## src/hw/rtl/hrb_pkg.sv

```systemverilog
`default_nettype none
package hrb_pkg;

  // function codes of an input transaction
  localparam logic [1:0] FUNC_WRITE = 2'd0;
  localparam logic [1:0] FUNC_READ  = 2'd1;
  localparam logic [1:0] FUNC_BRUSH = 2'd2;

  // brush modes
  localparam logic [1:0] MODE_RAISE   = 2'd0;
  localparam logic [1:0] MODE_LOWER   = 2'd1;
  localparam logic [1:0] MODE_FLATTEN = 2'd2;
  localparam logic [1:0] MODE_NONE    = 2'd3;

  // configuration register indexes
  localparam logic [1:0] REG_SIDE     = 2'd0;
  localparam logic [1:0] REG_RADIUS   = 2'd1;
  localparam logic [1:0] REG_STRENGTH = 2'd2;
  localparam logic [1:0] REG_MODE     = 2'd3;

  localparam int CFG_W = 16;
  localparam int H_ONE = 16384;

  typedef logic signed [15:0] height_t;

endpackage
`default_nettype wire

```

## src/hw/rtl/hrb_div.sv

```systemverilog
`default_nettype none
// Restoring unsigned divider, one quotient bit per cycle.
module hrb_div import hrb_pkg::*; #(
  parameter int NW = 24,
  parameter int DW = 8
) (
  input  wire logic          clk,
  input  wire logic          rst,
  input  wire logic          start,
  input  wire logic [NW-1:0] num,
  input  wire logic [DW-1:0] den,
  output logic               done,
  output logic [NW-1:0]      quo
);
  localparam int CW = $clog2(NW + 1);

  logic [NW-1:0] num_sh;
  logic [DW-1:0] den_q;
  logic [DW-1:0] rem;
  logic [CW-1:0] cnt;
  logic          running;
  logic [DW:0]   part;
  logic          geq;

  // shift in the next dividend bit and compare
  always_comb begin
    part = {rem, num_sh[NW-1]};
    geq  = (part >= {1'b0, den_q});
  end

  always_ff @(posedge clk) begin
    if (rst) begin
      running <= 1'b0;
      done    <= 1'b0;
    end else if (start) begin
      num_sh  <= num;
      den_q   <= den;
      rem     <= '0;
      quo     <= '0;
      cnt     <= CW'(NW);
      running <= 1'b1;
      done    <= 1'b0;
    end else if (running) begin
      num_sh <= num_sh << 1;
      rem    <= geq ? DW'(part - {1'b0, den_q}) : DW'(part);
      quo    <= {quo[NW-2:0], geq};
      cnt    <= cnt - 1'b1;
      if (cnt == CW'(1)) begin
        running <= 1'b0;
        done    <= 1'b1;
      end
    end
  end

endmodule
`default_nettype wire

```

## config.mk

```make
export PLATFORM = sky130hd
export DESIGN_NAME = hrb_div
export DESIGN_NICKNAME = d
export VERILOG_FILES = /design/src/hw/rtl/hrb_pkg.sv /design/src/hw/rtl/hrb_div.sv
export SDC_FILE = /design/constraint.sdc
export NUM_CORES = 1
export LEC_CHECK = 0
export CORE_MARGIN = 5
export CORE_UTILIZATION = 56
export CTS_CLUSTER_SIZE = 8
export DETAILED_ROUTE_END_ITERATION = 10
export DONT_BUFFER_PORTS = 1
export PLACE_DENSITY = 0.71
export SYNTH_ARGS = -nofsm -noshare
export SYNTH_HDL_FRONTEND = slang
export SYNTH_SLANG_ARGS = --single-unit
```

## constraint.sdc

```tcl
create_clock -name clk -period 11.9 [get_ports clk]
set_input_delay 0.595 -clock clk [delete_from_list [all_inputs] [get_ports clk]]
set_output_delay 0.595 -clock clk [all_outputs]
set_load 0.02 [all_outputs]
```

# [Word level (Yosys, flattened, before mapping)]
# Index checks and enable logic that the tools add are counted.
[word_totals] reg_bits=71 inputBits=35 output_inout_bits=25
[classes] add_sub_neg=2 magnitude_cmp=1 eq_ne=1 muxes=9 bitwise_logic=1 reduce_logical=5
[op_table] op="$mux 24" count=3
[op_table] op="$mux 8" count=2
[op_table] op="$ge 9x8->1" count=1
[op_table] op="$sub 8x8->8" count=1
[op_table] op="$reduce_and 2->1" count=3
[op_table] op="$eq 5x1->1 const B" count=1
[op_table] op="$mux 5" count=1
[op_table] op="$sub 5x1->5 const B" count=1
[op_table] op="$mux 1" count=3
[op_table] op="$reduce_bool 2->1" count=1
[op_table] op="$reduce_or 2->1" count=1
[op_table] op="$not 1->1" count=1

# [Longest topological paths before layout]
[depth] ltp_word=4 mapped_depth=8

# [Worst setup path after synthesis]
# No wires, ideal clock.
[synth_path] path_type="input to register" start="input start" end="register cnt[0], enable pin" setup_time_ns=0.480 arrival_time_ns=3.661 required_time_ns=11.420 path_slack_ns=7.758 stages=4 cell_sequence="clkbuf_1 > buf_2 > nor2_1 > nor2_1"
[synth_via] elab_chain_len=2
[synth_rtl] item="from (decl)" line="hrb_div.sv:9" rtl="input wire logic start,"
[synth_rtl] item="$reduce_bool 2->1 (no source line)"
[synth_rtl] item="$reduce_and 2->1 (no source line)"
[synth_rtl] item="to (signal assigned)" line="hrb_div.sv:40" rtl="cnt <= CW'(NW);"
[synth_rtl] item="to (signal assigned)" line="hrb_div.sv:47" rtl="cnt <= cnt - 1'b1;"
[synth_rtl] item="to (decl)" line="hrb_div.sv:20" rtl="logic [CW-1:0] cnt;"
# Every way passes these cells.
# A chain may end at the register's enable or synchronous reset.

# [Final worst setup path]
[layout_path] start="register rem[5]" end="register rem[1], data pin"
[layout_via] elab_chain_len=3
[layout_rtl] item="from (decl)" line="hrb_div.sv:19" rtl="logic [DW-1:0] rem;"
[layout_rtl] item="from (signal assigned)" line="hrb_div.sv:45" rtl="rem <= geq ? DW'(part - {1'b0, den_q}) : DW'(part);"
[layout_rtl] item="$ge 9x8->1" line="hrb_div.sv:28" rtl="geq = (part >= {1'b0, den_q});"
[layout_rtl] item="$mux 8" line="hrb_div.sv:45"
[layout_rtl] item="$mux 8" line="hrb_div.sv:43" rtl="end else if (running) begin"
# Every way passes these cells. The select of a mux whose other input is x is not followed.

==> impl_metrics.py <==
metrics = {
    "placed_design": {
        "io_buffers": 0,
        "dp_hpwl_mm": 3.545,
        "globalplace.congestion": 0.7679,
        "dp_slack_ns": 9.697,
        "place_inst": 298,
        "dpl_cell_area_um2": 3378,
    },
    "critical_path": {
        "path_buf_inv": 0,
        "worstSetupPathType": "flip-flop to flip-flop",
        "cpPeakStageDelay_ns": 0.42,
        "cpMaxStageDelayCell": "edfxtp_1",
        "critPathLaunchType": "flip-flop",
        "end_kind": "flip-flop",
        "cp_max_fo": 7,
        "worstPathRequired_ns": 12.06,
        "crit_chain": "ha_1 > a21o_4 > a211oi_4 > nand2_2 > a211oi_1",
        "cp.arrival_ns": 2.23,
        "crit_family": "compound AO/OA/AOI/OAI gates",
    },
    "route": {
        "vias_per_cell": 5.487,
        "drc": 0,
        "wl_per_cell_um": 16.99,
        "drt_iter0_markers": 79,
        "wirelength_mm": 5.336,
        "dr_total_vias": 1723,
        "final_antenna_net_count": 0,
        "drt_first_pass_iters": 4,
    },
    "power_and_ir_drop": {
        "ir_worst_vdd_v": 0.00008886,
        "finalPower_w": 0.0005909,
        "power_density_nw_per_um2": 163.9,
        "p_leak_nw": 1.275,
    },
    "cts": {
        "htreeDepth": 3,
        "cts_setup_buffers": 0,
        "cts_hold_buf": 0,
        "clock_sinks": 71,
        "cts_tree": "yes",
        "clk_latency_ns": 0.34,
        "cts_buffer_depth": 2,
        "cts-root-buf": "clkbuf_8",
        "numCtsBuffers": 9,
        "post_cts_resized": 0,
        "cts.clk_slew.worst_paths_ns": 0.08,
    },
    "run": {
        "maxCapViolations": 0,
    },
    "global_routing": {
        "grt_remaining_overflow": 0,
        "grt_pass1_wl_mm": 8.776,
        "grt_pass1_vias": 1739,
        "grt_usage_pct": 15.33,
        "antenna_found_initial": 0,
        "grt_max_degree": 63,
    },
    "sta": {
        "drv_slew": 0,
        "hold_viol_final": 0,
        "fin_skew_ns": 0.01260,
        "fmax_mhz": 484.5,
        "slew_headroom_pct": 42.45,
        "min_period_over_period_pct": 17.34,
        "worstMarginPinSlew_ns": 0.8612,
        "setup_slack_ns": 9.836,
        "grt_setup_unrepaired": "no",
        "setup_viol": 0,
        "min_period_ns": 2.064,
        "tns_ns": 0,
    },
    "floorplan": {
        "placementRows": 28,
        "die_height_um": 86.76,
        "core_um2": 5816,
        "die_w_um": 86.76,
        "die_area_um2": 7527,
        "boundaryPins": 60,
        "start_util_pct": 56.73,
    },
    "finish": {
        "drive_gt1_share_pct": 21.76,
        "diodes": 0,
        "syn2layout_area_growth_pct": 9.253,
        "fillers": 469,
        "final_cells": 314,
        "design_area_um2": 3605,
        "final_nets": 280,
    },
    "yosys": {
        "synth_cell_types": 40,
        "ys.flop_type": "edfxtp_1",
        "synth_top_family_by_area": "simple AND/OR/NAND/NOR gates",
        "synth-simple-area-share_pct": 10.88,
        "synth_top_area_share_pct": 62.80,
        "synthAdderAreaFrac_pct": 4.399,
        "yosys_warnings": 0,
        "synth.area.top_cells": "edfxtp_1 63%, mux2_2 7.8%, nor2b_1 4.6%, ha_1 3.8%, a21oi_1 1.7%",
        "synth_compound_area_share_pct": 9.784,
        "synth_xor_area_share_pct": 0.7964,
        "synthMuxAreaShare_pct": 7.850,
        "syn_inst": 229,
        "syn_avg_cell_area_um2": 14.41,
        "netlist_area_um2": 3299,
        "synth_seq_area_share_pct": 64.01,
        "yosysTopAreaCell": "edfxtp_1",
        "async_reset_ff_share_pct": 0,
        "synth_edf_count": 69,
        "synth-seq-cells": 71,
        "synth_fp_nets": 275,
    },
    "run_status": {
        "status": "finished clean",
    },
    "worst_hold_path": {
        "hp-class": "primary input to flip-flop",
    },
}
-- per-stage QoR --
stage | util, % | hold slack [ns]
6_report | 61.98 | 0.3191
5_1_grt | 61.98 | 0.3048
4_1_cts | 61.98 | 0.3009
3_5_place_dp | 58.09 | 0.5144
3_3_place_gp | 58.09 | 0.5101
2_1_floorplan | - | 0.4886
-- layout make-up --
type                    count  area [um^2]  share of cell area [%]
well taps                  75        93.84                   2.603
clock buffers               9        123.9                   3.436
clock inverters             7        102.6                   2.846
multi-input cells         139         1120                   31.07
inverters                  12        45.04                   1.250
repair buffers              1        7.507                  0.2083
flip-flops and latches     71         2112                   58.59
-- metal layers --
layer,part of all wire [%],vias to the layer above,track usage [%]
met5,0,-,0
met4,1.1,0,4.674
met3,9.0,6,8.365
met2,45,55,22.11
met1,45,798,19.92
li1,-,864,-
-- worst reg2reg max path, stage by stage, from the launching register on --
cell and delay [ns]:
edfxtp_1 0.42, ha_1 0.38, a21o_4 0.27, a211oi_4 0.39, nand2_2 0.13, a211oi_1 0.29
-- cells in the mapped netlist (2+ instances only) --
| cell | instances |
|---|---|
| edfxtp_1 | 69 |
| nor2b_1 | 24 |
| mux2_2 | 23 |
| inv_1 | 12 |
| a21oi_1 | 11 |
| ha_1 | 10 |
| nor2_1 | 10 |
| o21ai_0 | 7 |
| nand3_1 | 6 |
| nor3_1 | 6 |
| a211oi_1 | 5 |
| clkbuf_1 | 4 |
| and2b_1 | 3 |
| buf_2 | 3 |
| nand2_1 | 3 |
| xnor2_1 | 3 |
| a211o_1 | 2 |
| and2_1 | 2 |
| and3_1 | 2 |
| dfxtp_1 | 2 |
| o211ai_1 | 2 |
| o21a_1 | 2 |
-- kinds of logic (layout without fill, tap and decap cells) --
logic type / after synthesis / in the layout
multiplexers: 23 / 23
AO/OA/AOI/OAI: 40 / 40
AND/OR/NAND/NOR: 62 / 62
adder cells (fa/ha/maj): 11 / 11
XOR/XNOR: 3 / 3
flip-flops: 71 / 71
buffers and inverters: 19 / 29
-- worst paths after layout --
path	start	endpoint	slack (ns)	cells after the start
max reg2reg	rem[5]	rem[1]	9.84	5
min reg2reg	running	done	0.52	2
min	rst	running	0.32	1
max	rem[5]	rem[1]	9.84	5
-- power by group --
group	internal (W)	switching [W]
registers	0.000296	0.0000144
clock network	0.000121	0.0000948
logic	0.0000308	0.0000345
total	0.000447	0.000144
-- registers in the layout, summed over array words and instances, names as in the netlist --
signal	count
cnt	5
den_q	8
done	1
num_sh	24
quo	24
rem	8
running	1
-- cells in the final DEF, fill, tap and decap left out, types with 2 or more instances in the layout --
cell | Yosys | layout
a211o_1 | 2 | 2
a211oi_1 | 5 | 5
a21oi_1 | 11 | 11
and2_1 | 2 | 2
and2b_1 | 3 | 3
and3_1 | 2 | 2
bufinv_16 | 0 | 2
clkbuf_8 | 0 | 9
dfxtp_1 | 2 | 2
edfxtp_1 | 69 | 69
ha_1 | 10 | 10
inv_1 | 12 | 12
inv_6 | 0 | 3
mux2_2 | 23 | 23
nand2_1 | 3 | 3
nand3_1 | 6 | 6
nor2_1 | 10 | 9
nor2b_1 | 24 | 24
nor3_1 | 6 | 6
o211ai_1 | 2 | 2
o21a_1 | 2 | 2
o21ai_0 | 7 | 7
xnor2_1 | 3 | 3
(Power assumes the default switching activity.)
