$ cat config.mk
export PLATFORM = sky130hd
export DESIGN_NAME = hrb_sqrt
export DESIGN_NICKNAME = d
export VERILOG_FILES = /design/src/hw/rtl/hrb_pkg.sv /design/src/hw/rtl/hrb_sqrt.sv
export SDC_FILE = /design/constraint.sdc
export NUM_CORES = 1
export LEC_CHECK = 0
export ABC_AREA = 1
export BUFFER_PORTS_ARGS = -buffer_cell sky130_fd_sc_hd__buf_2
export CORE_ASPECT_RATIO = 1.2
export CORE_MARGIN = 8
export CORE_UTILIZATION = 60
export DETAILED_ROUTE_END_ITERATION = 10
export PLACE_DENSITY = 0.9
export SETUP_SLACK_MARGIN = 0.3
export SKIP_CTS_REPAIR_TIMING = 1
export SLEW_MARGIN = 20
export SYNTH_ARGS = -nofsm -noshare
export SYNTH_HDL_FRONTEND = slang
export SYNTH_SLANG_ARGS = --single-unit
$ cat constraint.sdc
create_clock -name clk -period 14.51 [get_ports clk]
set_clock_uncertainty 0.2 [all_clocks]
set_input_delay 2.902 -clock clk [delete_from_list [all_inputs] [get_ports clk]]
set_output_delay 2.902 -clock clk [all_outputs]
set_load 0.01 [all_outputs]
$ cat src/hw/rtl/hrb_pkg.sv
`default_nettype none
package hrb_pkg;

  // function codes of an input transaction
  localparam logic [1:0] FUNC_WRITE = 2'd0;
  localparam logic [1:0] FUNC_READ  = 2'd1;
  localparam logic [1:0] FUNC_BRUSH = 2'd2;

  // brush modes
  localparam logic [1:0] MODE_RAISE   = 2'd0;
  localparam logic [1:0] MODE_LOWER   = 2'd1;
  localparam logic [1:0] MODE_FLATTEN = 2'd2;
  localparam logic [1:0] MODE_NONE    = 2'd3;

  // configuration register indexes
  localparam logic [1:0] REG_SIDE     = 2'd0;
  localparam logic [1:0] REG_RADIUS   = 2'd1;
  localparam logic [1:0] REG_STRENGTH = 2'd2;
  localparam logic [1:0] REG_MODE     = 2'd3;

  localparam int CFG_W = 16;
  localparam int H_ONE = 16384;

  typedef logic signed [15:0] height_t;

endpackage
`default_nettype wire

$ cat src/hw/rtl/hrb_sqrt.sv
`default_nettype none
// Iterative integer square root, one result bit per cycle.
module hrb_sqrt import hrb_pkg::*; #(
  parameter int VW = 32
) (
  input  wire logic                  clk,
  input  wire logic                  rst,
  input  wire logic                  start,
  input  wire logic [VW-1:0]         value,
  output logic                       done,
  output logic [(VW+1)/2-1:0]        root
);
  localparam int RTW = (VW + 1) / 2;
  localparam int PW  = 2 * RTW;
  localparam int CW  = $clog2(RTW + 1);

  logic [PW-1:0]  val;
  logic [RTW+1:0] rem;
  logic [CW-1:0]  cnt;
  logic           running;
  logic [RTW+1:0] rem_sh;
  logic [RTW+1:0] trial;
  logic           geq;

  // bring in the next bit pair and try the next root bit
  always_comb begin
    rem_sh = {rem[RTW-1:0], val[PW-1 -: 2]};
    trial  = {root, 2'b01};
    geq    = (rem_sh >= trial);
  end

  always_ff @(posedge clk) begin
    if (rst) begin
      running <= 1'b0;
      done    <= 1'b0;
    end else if (start) begin
      val     <= PW'(value);
      rem     <= '0;
      root    <= '0;
      cnt     <= CW'(RTW);
      running <= 1'b1;
      done    <= 1'b0;
    end else if (running) begin
      val  <= val << 2;
      rem  <= geq ? (rem_sh - trial) : rem_sh;
      root <= {root[RTW-2:0], geq};
      cnt  <= cnt - 1'b1;
      if (cnt == CW'(1)) begin
        running <= 1'b0;
        done    <= 1'b1;
      end
    end
  end

endmodule
`default_nettype wire

; Yosys cells after proc, flatten, opt, wreduce, memory -nomap -nowiden
; Cells that the tools add are included.
[totals]
register_bits = 71
word_cells = 24
[op_classes]
addsub = 2
n_lt_le_gt_ge = 1
n_eq_ne = 1
mux = 9
bitwise_logic = 1
n_reduce_logical = 4
[ops]
columns = op, count
row1 = 2-to-1 mux 32 bit, 2
row2 = 2-to-1 mux 16 bit, 3
row3 = >= comparator 18 bit, 1
row4 = subtractor 16 bit, 1
row5 = "== test 5 x 1 -> 1 bit, second input constant", 1
row6 = 2-to-1 mux 5 bit, 1
row7 = "subtractor 5 x 1 -> 5 bit, second input constant", 1
row8 = AND reduction 2 bit, 2
row9 = 2-to-1 mux 1 bit, 3
row10 = nonzero test 2 bit, 1
row11 = OR reduction 2 bit, 1
row12 = NOT 1 bit, 1

; Depth between registers and ports, before layout
; Gate-level depths: netlist of run 1.
[logic_depth]
word_depth = 4
mapped_depth = 14

; Worst setup path before layout of run 1
; No wires, ideal clock.
[synth_timing]
kind = input to register
start = in start
end = reg running
arrival_time_ps = 7255
required_ps = 14236
path_slack_ps = 6981
stages = 6
n_path_buf = 2
path_cell_list = clkbuf_1 > inv_2 > clkbuf_1 > a21oi_1 > o21ai_0 > inv_1
[synth_via]
elab_chain_len = 1
[synth_rtl]
columns = item, line_no
row1 = start: declaration, hrb_sqrt.sv:8  ; input wire logic start,
row2 = 2-to-1 mux 1 bit, hrb_sqrt.sv:36  ; end else if (start) begin
row3 = end signal: assignment, hrb_sqrt.sv:34  ; running <= 1'b0;
row4 = end signal: assignment, hrb_sqrt.sv:41  ; running <= 1'b1;
row5 = end signal: assignment, hrb_sqrt.sv:49  ; running <= 1'b0;
row6 = end: declaration, hrb_sqrt.sv:20  ; logic running;
; Every way passes these cells.
; A chain may end at the register's enable or synchronous reset.

; Final worst setup path of run 1
[layout_timing]
start = in start
end = reg val[12], enable pin
[layout_via]
elab_chain_len = 2
[layout_rtl]
columns = item, line_no
row1 = nonzero test 2 bit (no source line), --
row2 = AND reduction 2 bit (no source line), --
row3 = end signal: assignment, hrb_sqrt.sv:37  ; val <= PW'(value);
row4 = end signal: assignment, hrb_sqrt.sv:44  ; val <= val << 2;
row5 = end: declaration, hrb_sqrt.sv:17  ; logic [PW-1:0] val;
; Every way passes these cells.

==> out/results.tsv, run 1 <==
stage	metric	value	unit
outcome	status	finished, final reports clean	
synthesis	post-synthesis mux area share	0	%
clock_network	Num CTS Buffers	9	
floorplanning	num ports	52	
worst_setup_path	Setup Crit Path Kind	in -> reg	
routing	Routed Wire Length	8480	um
synthesis	Post-Synthesis Cells	517	
finish	ANT cells	0	
routing	drt initial violations	228	
clock_network	CTS root buf	clkbuf_8	
floorplanning	Die Area	9960	sq um
global_route	number of global-route vias before repair	3403	
global_route	first-pass GRT wire length	14200	um
placement	RePlAce Congestion	0.915	
synthesis	post-synthesis compound-gate area fraction	1.78	%
routing	First-pass DRT Iterations	7	
timing	setup ws final	9.16	ns
job	number of max-cap violations	0	
timing	relative slew slack	41.9	%
finish	share of layout cells above drive strength 1	17.3	%
worst_setup_path	CP Max Fanout	70	
power	maximum VDD drop	0.000106	V
timing	unrepaired setup endpoints after global routing	no	
min_path	Hold Path Class	reg -> reg	
synthesis	register area share after synthesis	50.2	%
timing	Fin Setup TNS	0	ns
floorplanning	Rows	33	
timing	min Tclk post-route	5.35	ns
finish	fillers	555	
finish	fin util	69.1	%
floorplanning	Core ar.	6810	sq um
worst_setup_path	Setup crit end kind	flop	
finish	Layout area overhead	12.0	%
timing	max-slew violations	0	
synthesis	synth warn	0	
floorplanning	Initial Utilization	61.8	%
finish	register area	2110	sq um
placement	pre-CTS WS	8.76	ns
routing	via density per instance	5.12	
routing	via count	3382	
worst_setup_path	critical path startpoint category	input port	
worst_setup_path	worst-path cell chain	buf_2, inv_2, a21oi_4, buf_4	
global_route	total global routing overflow	0	
floorplanning	die height	108	um
synthesis	#FFs+latches synth	71	
placement	detailed-placement wirelength estimate	6150	um
synthesis	Cell Area, Synth	4210	sq um
worst_setup_path	arrival time worst endpoint	5.13	ns
clock_network	Longest Clk Path Bufs	2	
finish	multi-input logic area	1750	sq um
synthesis	post-synthesis adder-cell area fraction	5.95	%
timing	Final setup viols	0	
worst_setup_path	Worst path slowest cell	buf_4	
power	leakage	2.39	nW
synthesis	syn nets	572	
clock_network	CTS Sinks	71	
placement	# port buffers	51	
synthesis	Synth Area in Simple Gates	32.0	%
global_route	initial antenna violation count	0	
power	pwr dens	112	nW/um^2
global_route	gr usage total	17.6	%
routing	DRC Markers	0	
timing	fmax	187	MHz
routing	routed length per instance	12.8	um
worst_setup_path	Req. time, crit path	14.28	ns
timing	final hold slack	0.312	ns
global_route	largest net degree at the start of global routing	71	
timing	Slew @ Worst Pin	0.872	ns
synthesis	synth unique cells	26	
clock_network	Clock Latency Late Sink	0.35	ns
timing	final hold vios	0	
synthesis	synthesized area per cell	8.14	sq um
clock_network	Reg clk slew, reported paths	0.07	ns
synthesis	XOR/XNOR Fraction of Synth Area	1.67	%
synthesis	largest family of logic cells by synthesized area	simple AND/OR/NAND/NOR gates	
worst_setup_path	CP peak stage delay	0.68	ns
power	Pwr Total	0.526	mW
clock_network	H-tree depth	3	
finish	Nets	623	
clock_network	CTS tree	done	
floorplanning	die span in x	92.4	um
routing	antenna-violating nets left	0	
timing	crit share post-route	36.9	%
[metal layers]
metal / up-vias / track usage, % / wire length (um)
met2: 125 / 30.7 / 4250
met4: 0 / 9.69 / 297
met1: 1513 / 19.2 / 3490
met3: 27 / 4.61 / 436
met5: - / 0 / 0
li1: 1717 / - / -
[power breakdown]
part | switching [mW] | internal [mW] | total [mW]
combinational | 0.0784 | 0.0419 | 0.120
sequential | 0.00644 | 0.245 | 0.251
clock | 0.0758 | 0.0788 | 0.155
[final timing paths]
check	start	to	slack [ns]	cells past startpoint
hold reg to reg	done$_SDFFE_PP0P_	done$_SDFFE_PP0P_	0.31	2
setup / recovery	start	val[12]$_DFFE_PP_	9.16	4
hold / removal	done$_SDFFE_PP0P_	done$_SDFFE_PP0P_	0.31	2
setup reg to reg	rem[9]$_SDFFCE_PP0P_	rem[15]$_SDFFCE_PP0P_	11.95	13
[critical path: cells and delay by family]
kind / cells / cell delay, ns
buffers and inverters: 3 / 1.93
AO/OA/AOI/OAI: 1 / 0.24
[stage by stage]
stage | cells | instance area, sq um
after floorplan | 517 | 4210
after detailed placement | 644 | 4520
after CTS | 660 | 4710
after global placement | 644 | 4520
final | 660 | 4710
after global routing | 660 | 4710
[cell type report]
type	instances	share of cell area (%)
sequential	71	44.8
multi-input combinational	358	37.2
inverter	76	6.06
timing repair buffer	52	5.58
clock buffer	10	2.71
tap	87	2.31
clock inverter	6	1.30
[cells in the final DEF (no fill, tap or decap), drive strengths merged, types with 5 or more instances in the layout]
master  count
inv        76
buf        52
nor2       62
clkbuf     10
nand3      22
ha         20
nand2     216
a21oi      11
xor2        5
edfxtp     69
nand3b      5
[flip-flops by register name, indices dropped and copies added, names as in the netlist]
register and cells:
cnt 5, root 16, rem 16, done 1, val 32, running 1
[synth_stat cells]
master	count	share of area [%]
a21oi_1	11	1.3
and2_1	4	0.59
buf_12	1	0.48
buf_6	1	0.27
clkbuf_1	10	0.89
dfxtp_1	2	0.95
edfxtp_1	69	49
ha_1	20	5.9
inv_1	73	6.5
inv_2	3	0.27
nand2_1	204	18
nand2_2	10	1.5
nand2_4	2	0.54
nand3_1	18	2.1
nand3_2	4	0.95
nand3b_1	5	0.89
nand4_1	3	0.45
nor2_1	52	4.6
nor2_2	9	1.3
nor2_4	1	0.27
nor3_1	1	0.12
nor3_2	1	0.24
o21ai_0	4	0.48
or2_2	1	0.15
xnor2_1	3	0.62
xor2_1	5	1.0
[kinds of logic (layout without fill, tap and decap cells)]
| logic type | Yosys count | in the layout |
|---|---|---|
| AO/OA/AOI/OAI | 15 | 15 |
| XOR/XNOR | 8 | 8 |
| adder cells (fa/ha/maj) | 20 | 20 |
| buffers and inverters | 88 | 144 |
| flip-flops | 71 | 71 |
| AND/OR/NAND/NOR | 315 | 315 |
(Power assumes the default switching activity.)
==> run 2, diff against run 1 <==
Settings changed: ABC_AREA 1 to 0, CORE_UTILIZATION 60 to 52, PLACE_DENSITY 0.9 to 0.84.
Clock period 14.51 ns to 4.9 ns, I/O delays scaled along.
==> run 2 against run 1 <==
Against the previous run: hold slack improved by 0.021 ns; sequential cell count did not move; register-to-register slack got worse by 10 ns; sequential share of layout area rose by 2.3 points; first-iteration DRC count fell by 19%; clock power rose to 3.5 times the previous value; area after synthesis fell by 6.8%; final cell count fell by 28%; non-clock buffer count rose by 2; largest cell class unchanged; largest power group unchanged; highest routed layer is now met5.
==> out/results.tsv, run 2 <==
stage	metric	value	unit	change
routing	routed length per instance	16.2	um	was 12.8 um
timing	max-slew violations	0		unchanged
synthesis	cell taking the most area after synthesis	edfxtp_1		unchanged
timing	relative slew slack	50.4	%	was 41.9%
clock_network	Clock Latency Late Sink	0.35	ns	about the same
worst_setup_path	CP peak stage delay	0.56	ns	was 0.68 ns
worst_setup_path	Largest delay share family, worst path	compound AO/OA/AOI/OAI gates		was buffers and inverters
placement	detailed-placement wirelength estimate	5410	um	was 6150 um
routing	via count	2696		was 3,382
synthesis	#FFs+latches synth	71		unchanged
worst_setup_path	CP Max Fanout	15		was 70
worst_setup_path	worst-path cell chain	inv_1, ha_1, a21oi_1, o21ai_1, or3_4, o31ai_4, buf_8, mux2i_1, nor2_1		was buf_2, inv_2, a21oi_4, buf_4
synthesis	ys flop type	edfxtp_1		unchanged
finish	top flop regs	val x32, rem x16, root x16		unchanged
global_route	gr usage total	15.3	%	was 17.6%
routing	First-pass DRT Iterations	4		was 7
synthesis	top cells by area, synth	edfxtp_1, mux2_2, ha_1		was edfxtp_1, nand2_1, inv_1
global_route	first-pass GRT wire length	12800	um	was 14,200 um
clock_network	H-tree depth	3		unchanged
synthesis	syn nets	386		was 572
global_route	largest net degree at the start of global routing	70		was 71
timing	unrepaired setup endpoints after global routing	no		unchanged
placement	# port buffers	51		unchanged
synthesis	Post-synth top cells	edfxtp_1, nor2_1, mux2_2		was nand2_1, inv_1, edfxtp_1
floorplanning	num ports	52		unchanged
routing	drt initial violations	185		was 228
job	number of max-cap violations	0		unchanged
worst_setup_path	Req. time, crit path	4.77	ns	was 14.28 ns
clock_network	Reg clk slew, reported paths	0.08	ns	was 0.07 ns
synthesis	Post-Synthesis Cells	331		was 517
synthesis	top-count cell post-synth	edfxtp_1		was nand2_1
timing	fmax	332	MHz	
finish	commonest non-fill, non-tap cell in the layout	edfxtp_1		was nand2_1
clock_network	CTS tree	done		unchanged
finish	fillers	591		was 555
routing	DRC Markers	0		unchanged
timing	final hold vios	0		unchanged
floorplanning	Rows	34		was 33
worst_setup_path	Setup crit end kind	flop		unchanged
finish	share of layout cells above drive strength 1	28.2	%	was 17.3%
min_path	Hold Path Class	reg -> reg		unchanged
timing	min Tclk post-route	3.01	ns	
finish	Layout area overhead	14.2	%	was 12.0%
worst_setup_path	Worst path slowest cell	o31ai_4		was buf_4
worst_setup_path	critical path startpoint category	flop		was input port
power	maximum VDD drop	0.000264	V	was 0.000106 V
worst_setup_path	arrival time worst endpoint	2.88	ns	was 5.13 ns
global_route	number of global-route vias before repair	2799		was 3,403
floorplanning	Die Area	10600	sq um	was 9960 sq um
finish	commonest cells after routing, fill and taps aside	edfxtp_1, buf_2, nor2_1, mux2_2, inv_1		was nand2_1, inv_1, edfxtp_1, nor2_1, buf_2
synthesis	Yosys top cell area share	52.8	%	was 49.2%
worst_setup_path	worst path bufs/invs	2		was 3
power	leakage	1.82	nW	was 2.39 nW
finish	ANT cells	0		unchanged
worst_setup_path	Setup Crit Path Kind	reg -> reg		was in -> reg
outcome	status	finished, final reports clean		unchanged
routing	Routed Wire Length	7730	um	was 8480 um
synthesis	synthesized area per cell	11.9	sq um	was 8.14 sq um
placement	RePlAce Congestion	0.916		was 0.915
clock_network	CTS Sinks	71		unchanged
timing	crit share post-route	61.5	%	
floorplanning	Initial Utilization	53.9	%	was 61.8%
clock_network	CTS root buf	clkbuf_8		unchanged
floorplanning	die span in x	95.3	um	was 92.4 um
synthesis	register area share after synthesis	53.8	%	was 50.2%
global_route	initial antenna violation count	1		was 0
clock_network	Num CTS Buffers	9		unchanged
clock_network	Longest Clk Path Bufs	2		unchanged
floorplanning	Core ar.	7270	sq um	was 6810 sq um
power	pwr dens	358	nW/um^2	was 112 nW/um^2
routing	antenna-violating nets left	0		unchanged
timing	Final setup viols	0		unchanged
finish	Top reg by flops	val		unchanged
timing	final hold slack	0.334	ns	was 0.312 ns
finish	Nets	437		was 623
synthesis	synth warn	0		unchanged
routing	via density per instance	5.65		was 5.12
synthesis	Cell Area, Synth	3920	sq um	was 4210 sq um
synthesis	Post-synth EDFFs	69		unchanged
floorplanning	die height	111	um	was 108 um
synthesis	synth unique cells	52		was 26
synthesis	Post-synth ARST share	0	%	unchanged
finish	max FFs per register	32		unchanged
timing	Fin Setup TNS	0	ns	unchanged
global_route	total global routing overflow	0		unchanged
timing	Slew @ Worst Pin	0.744	ns	was 0.872 ns
==> run 2: cell count changes in the layout (fill, tap and decap cells not counted), sizes merged, moves of 8 or more <==
cell | before | now
mux2 | 0 | 30
inv | 76 | 25
nor2 | 62 | 42
nand2 | 216 | 15
o21ai | 4 | 12
nand3 | 22 | 4
mux2i | 0 | 10
a21oi | 11 | 19
==> run 2: final timing paths <==
path                               start              endpoint  slack, ns  cells after the start
hold reg to reg        done$_SDFFE_PP0P_     done$_SDFFE_PP0P_       0.33                      2
setup reg to reg  root[11]$_SDFFCE_PP0P_  rem[2]$_SDFFCE_PP0P_       1.89                      9
hold / removal         done$_SDFFE_PP0P_     done$_SDFFE_PP0P_       0.33                      2
setup / recovery  root[11]$_SDFFCE_PP0P_  rem[2]$_SDFFCE_PP0P_       1.89                      9
==> run 2: final cells by class <==
cell class	count	area [sq um]	share of cell area (%)
clock buffers	9	124	2.77
clock inverters	7	103	2.29
inverters	23	86.3	1.93
multi-input cells	223	1660	37.0
flip-flops and latches	71	2110	47.2
well taps	90	113	2.51
repair buffers	54	285	6.37
==> run 2: worst reg2reg max path, stage by stage, from the launching register on <==
cell and delay, ns:
edfxtp_1 0.35, inv_1 0.06, ha_1 0.42, a21oi_1 0.19, o21ai_1 0.12, or3_4 0.35, o31ai_4 0.56, buf_8 0.24
mux2i_1 0.20, nor2_1 0.05
==> run 2: logic make-up after synthesis <==
| group | synth area share [%] |
|---|---|
| buffers and inverters | 4.15 |
| and+or+nand+nor | 11.3 |
| AOI/OAI and AO/OA | 10.7 |
| muxes | 11.2 |
| DFF | 53.8 |
| xor gates and xnor gates | 2.46 |
| adders and majority gates | 6.38 |
==> run 2: through the flow <==
step           cell area [sq um]  setup slack, ns  power, mW  instances  util [%]
3_3_place_gp                4240             1.72       1.06        460      58.2
6_report                    4480             1.89       1.60        477      61.6
3_5_place_dp                4240             1.67       1.07        460      58.2
5_1_grt                     4480             1.69       1.68        477      61.6
2_1_floorplan               3930            0.923       1.00        331         -
4_1_cts                     4460             1.66       1.61        476      61.4
==> run 2: report_power, final <==
| group | switching (mW) | total [mW] | internal [mW] | leakage (nW) |
|---|---|---|---|---|
| clock | 0.243 | 0.535 | 0.292 | 0.110 |
| sequential | 0.0183 | 0.741 | 0.723 | 0.683 |
| combinational | 0.185 | 0.325 | 0.140 | 1.02 |
| total | 0.447 | 1.60 | 1.15 | 1.82 |
==> run 2: layer usage <==
metal / global-route usage (%) / share of wire [%] / vias up / wire [um]
met2: 25.3 / 50 / 68 / 3900
met5: 0 / 0.10 / - / 8
met4: 5.95 / 1.8 / 2 / 136
li1: - / - / 1324 / -
met1: 17.2 / 41 / 1286 / 3210
met3: 5.76 / 6.2 / 16 / 482
